### src/sv/fbpa_pkg.sv
// Types and constants of the fixed block pool allocator.
package fbpa_pkg;

  localparam int ADDR_W  = 32;
  localparam int CNT_W   = 9;
  localparam int ELEM_W  = 16;
  localparam int ALIGN_W = 13;
  localparam int AEXP_W  = 4;
  localparam int BS_W    = 17;           // element size rounded up to 4096
  localparam int SPAN_W  = BS_W + CNT_W; // block size times block count
  localparam int REGI_W  = 2;
  localparam int PADDR_W = 4;
  localparam int PDATA_W = 32;

  // commands
  localparam logic CMD_ALLOC = 1'b0;
  localparam logic CMD_FREE  = 1'b1;

  // register indexes
  localparam logic [REGI_W-1:0] REG_POOL_BASE   = 2'd0;
  localparam logic [REGI_W-1:0] REG_BLOCK_COUNT = 2'd1;
  localparam logic [REGI_W-1:0] REG_ELEM_BYTES  = 2'd2;
  localparam logic [REGI_W-1:0] REG_ALIGN_BYTES = 2'd3;

  // register reset values
  localparam logic [ADDR_W-1:0]  RST_POOL_BASE   = 32'd0;
  localparam logic [CNT_W-1:0]   RST_BLOCK_COUNT = 9'd256;
  localparam logic [ELEM_W-1:0]  RST_ELEM_BYTES  = 16'd4;
  localparam logic [ALIGN_W-1:0] RST_ALIGN_BYTES = 13'd4;

  typedef enum logic [2:0] {
    ST_INIT,   // link store rebuild sweep
    ST_IDLE,   // waiting for an input transfer
    ST_CHECK,  // range check, list head test, divider start
    ST_ALLOC,  // link read returns, pop the head
    ST_DIV,    // waiting for the block index
    ST_DONE    // result waits for the output register
  } state_t;

  typedef struct packed {
    logic busy;
    logic done;
  } div_status_t;

endpackage

### src/sv/fbpa_div.sv
// Restoring divider: one quotient bit per cycle, quotient width Q_W.
module fbpa_div import fbpa_pkg::*; #(
  parameter int Q_W = 8
) (
  input  logic              clk,
  input  logic              rst,
  input  logic              start,
  input  logic [SPAN_W-1:0] dividend,
  input  logic [BS_W-1:0]   divisor,
  output logic [Q_W-1:0]    quotient,
  output div_status_t       status
);

  localparam int STEP_W = $clog2(Q_W + 1);

  logic [SPAN_W-1:0] rem;
  logic [SPAN_W-1:0] dsh;
  logic [STEP_W-1:0] steps;
  logic              fits;

  assign fits = (rem >= dsh);

  // control
  always_ff @(posedge clk) begin
    if (rst) begin
      status <= '0;
      steps  <= '0;
    end else begin
      status.done <= !start && status.busy && (steps == STEP_W'(1));
      if (start) begin
        status.busy <= 1'b1;
        steps       <= STEP_W'(Q_W);
      end else if (status.busy) begin
        steps <= steps - STEP_W'(1);
        if (steps == STEP_W'(1)) begin
          status.busy <= 1'b0;
        end
      end
    end
  end

  // datapath: trial subtract against the shifted divisor
  always_ff @(posedge clk) begin
    if (start) begin
      rem      <= dividend;
      dsh      <= SPAN_W'(divisor) << (Q_W - 1);
      quotient <= '0;
    end else if (status.busy) begin
      if (fits) begin
        rem <= rem - dsh;
      end
      dsh      <= dsh >> 1;
      quotient <= Q_W'({quotient, fits});
    end
  end

endmodule

### config.mk
export PLATFORM = sky130hd
export DESIGN_NAME = fbpa_div
export DESIGN_NICKNAME = d
export VERILOG_FILES = /design/src/sv/fbpa_pkg.sv /design/src/sv/fbpa_div.sv
export SDC_FILE = /design/constraint.sdc
export NUM_CORES = 1
export LEC_CHECK = 0
export BUFFER_PORTS_ARGS = -buffer_cell sky130_fd_sc_hd__buf_2
export CORE_UTILIZATION = 30
export CTS_BUF_LIST = sky130_fd_sc_hd__clkbuf_4
export CTS_CLUSTER_SIZE = 40
export DETAILED_ROUTE_END_ITERATION = 8
export GPL_TIMING_DRIVEN = 1
export HOLD_SLACK_MARGIN = 0.06
export PLACE_DENSITY = 0.58
export REMOVE_ABC_BUFFERS = 1
export SKIP_LAST_GASP = 1
export SLEW_MARGIN = 0
export SYNTH_ARGS = -nofsm -noshare
export SYNTH_HDL_FRONTEND = slang
export SYNTH_SLANG_ARGS = --single-unit
### constraint.sdc
create_clock -name clk -period 14.15 [get_ports clk]
set_clock_uncertainty 0.1 [all_clocks]
set_input_delay 2.1225 -clock clk [delete_from_list [all_inputs] [get_ports clk]]
set_output_delay 2.1225 -clock clk [all_outputs]
set_load 0.02 [all_outputs]
==> flow_metrics.env <==
export IMPL_hold_violations=0
export IMPL_die_area_um2=14000
export IMPL_grt_pass1_wl_um=16200
export IMPL_hp_class="reg2reg"
export IMPL_track_usage_pct=14.5
export IMPL_cts_sinks=64
export IMPL_rsz0062_at_grt="false"
export IMPL_cts_root_buf="clkbuf_4"
export IMPL_fmax_ghz=0.266
export IMPL_yosys_area_top_type="edfxtp_1"
export IMPL_syn_inst=442
export IMPL_drive_gt1_share_pct=17.1
export IMPL_postCtsSetupBuffers=0
export IMPL_drc=0
export IMPL_relSlewSlack_pct=39.8
export IMPL_placed_area_um2=4460
export IMPL_antenna_left=0
export IMPL_synth_edff_count=43
export IMPL_synth_distinct_cells=59
export IMPL_die_x_um=118
export IMPL_pwr_share_seq_pct=36.3
export IMPL_area_growth_syn_to_layout_pct=14.0
export IMPL_p_comb_share_pct=42.5
export IMPL_ys_seq_elements=64
export IMPL_ir_worst_vdd_v=0.0000426
export IMPL_ff2ff_setup_slack_ps=10390
export IMPL_timing_rr_end="rem[4]$_DFFE_PP_"
export IMPL_power_density_nw_per_um2=148
export IMPL_grt_pass1_vias=3319
export IMPL_whs_path_depth=2
export IMPL_drv_cap=0
export IMPL_dp_hpwl_um=6920
export IMPL_cp_start_kind="register"
export IMPL_crit_type="reg2reg"
export IMPL_yosys_area_top_type_share_pct=31.9
export IMPL_io_buffers=55
export IMPL_cts_resized=0
export IMPL_cts_max_path_buffers=2
export IMPL_setup_viol=0
export IMPL_start_util_pct=30.7
export IMPL_fin_crit_sh_pct=26.6
export IMPL_status="finished clean"
export IMPL_nNetsFinal=560
export IMPL_vias=3327
export IMPL_end_kind="register"
export IMPL_firstDrtPassIters=5
export IMPL_seq_area_frac_synth_pct=42.3
export IMPL_p_clk_share_pct=21.2
export IMPL_power_switching_w=0.000255
export IMPL_syn_area_um2=4050
export IMPL_synth_main_ff_cell="edfxtp_1"
export IMPL_netSwitchingFraction_pct=37.4
export IMPL_path_max_fanout=16
export IMPL_rows=42
export IMPL_finalSetupTns_ps=0
export IMPL_core_um2=13200
export IMPL_min_period_ps=3760
export IMPL_p_leak_nw=1.91
export IMPL_clk_latency_ps=430
export IMPL_synth_most_common_cell="nand2_1"
export IMPL_grt_ovfl_total=0
export IMPL_synthArstFlopShare_pct=0
export IMPL_path_clk_slew_ps=110
export IMPL_n_antenna_cell=0
export IMPL_ctsHoldBuffers=0
export IMPL_cts_tree="done"
export IMPL_gp_congestion=0.832
export IMPL_avgViaCountPerCell=4.98
export IMPL_r2r_start="rem[0]$_DFFE_PP_"
export IMPL_synth_area_leaders="edfxtp_1 (32%), dfxtp_1 (10%), ha_1 (8.0%)"
export IMPL_fillerInstances=1378
export IMPL_ys_warn_count=0
export IMPL_tightest_slew_ps=901
export IMPL_fin_area_um2=4610
export IMPL_hold_start="quotient[7]$_SDFFE_PP0P_"
export IMPL_totalWireLength_um=9640
export IMPL_drt_initial_drc_count=138
export IMPL_numCtsBuffers=9
export IMPL_antenna_found_initial=0
export IMPL_syn_area_per_cell_um2=9.16
export IMPL_routedWlPerCell_um=14.4
export IMPL_cts_max_level=3
export IMPL_p_int_w=0.000427
export IMPL_hold_ws_ps=417
export IMPL_worstPathRequired_ps=14170
export IMPL_synth_commonest_cells="nand2_1 (63), edfxtp_1 (43), inv_1 (33), o21ai_0 (32), nor2_1 (30)"
export IMPL_crit_arrival_ps=3780
export IMPL_min_to="quotient[7]$_SDFFE_PP0P_"
export IMPL_grt_start_max_net_pins=55
export IMPL_r2r_worst_path_cells=11
export IMPL_num_io_pins=56
export IMPL_slew_viol_final=0
export IMPL_fp_dieH_um=118
## cell type report
class | instances | area (um2) | share of cell area (%)
well taps | 176 | 220 | 4.77
clock inverters | 6 | 81.3 | 1.76
inverters | 33 | 124 | 2.68
repair buffers | 58 | 300 | 6.51
multi-input cells | 321 | 2100 | 45.6
clock buffers | 10 | 75.1 | 1.63
flip-flops and latches | 64 | 1710 | 37.1
## routing by layer
metal,GRT usage (%),wire [um]
met3,3.28,458
met1,19.2,4510
met5,0,0
met4,5.05,136
met2,23.2,4540
## worst max path at each step
stage,from,endpoint,cells after the start,slack [ps]
after floorplan,rem[0]$_DFFE_PP_,rem[0]$_DFFE_PP_,10,9570
after global placement,start,dsh[15]$_DFFE_PP_,3,10140
after detailed placement,start,dsh[10]$_DFFE_PP_,3,10080
after CTS,rem[0]$_DFFE_PP_,rem[5]$_DFFE_PP_,11,10370
after global routing,rem[0]$_DFFE_PP_,rem[7]$_DFFE_PP_,11,10120
final,rem[0]$_DFFE_PP_,rem[4]$_DFFE_PP_,11,10390
## layout by cell type, fill, tap and decap left out, types with 3 or more instances in the layout
cell	instances
nand2_1	63
buf_2	54
edfxtp_1	43
inv_1	33
o21ai_0	31
nor2_1	30
a21oi_1	27
ha_1	26
dfxtp_1	21
o31ai_1	16
mux2i_1	14
xnor2_1	13
clkbuf_4	10
xor2_1	9
nor3_1	7
and3_1	7
a21o_1	6
nand3_1	6
nand2b_1	6
a31oi_1	5
nand4_1	4
buf_4	4
o21a_1	3
o211ai_1	3
a311oi_1	3
o21bai_1	3
nor4_1	3
## worst max-delay path: stages (launching register included)
cell       delay [ps]
edfxtp_1          340
inv_1              40
ha_1              210
fa_1              410
and2b_1           230
o2111ai_1         170
a2111oi_2         510
nor2_4            140
o21ai_4           250
a311oi_1          150
o21ai_2           510
buf_4             380
## state kept, by name, indices dropped and copies added (netlist names)
signal,count
rem,26
dsh,24
quotient,8
steps,4
status,2
## logic make-up (layout without fill, tap and decap cells)
logic type	Yosys count	after routing	synth area share, %
xor+xnor	22	22	4.76
fa+ha+maj	27	27	8.53
compound gates	119	119	19.3
mux	14	14	3.46
simple gates	139	139	15.8
buf+inv	57	107	5.90
flops	64	64	42.3
## through the flow
step / total power, W / util [%] / instances / setup WS, ps
floorplan: 0.000469 / - / 418 / 9570
global placement: 0.000534 / 33.8 / 652 / 10140
detailed placement: 0.000538 / 33.8 / 652 / 10080
CTS: 0.000687 / 35.0 / 668 / 10370
global route: 0.000730 / 35.0 / 668 / 10120
finish: 0.000682 / 35.0 / 668 / 10390
## power by group through the flow
stage	Sequential (W)	Combinational, W	Clock (W)
final	0.000247	0.000290	0.000145
after global routing	0.000251	0.000324	0.000155
after CTS	0.000248	0.000289	0.000150
after detailed placement	0.000252	0.000286	0
after global placement	0.000250	0.000284	0
after floorplan	0.000251	0.000218	0
Note: power is estimated with default switching activity, not from simulation.
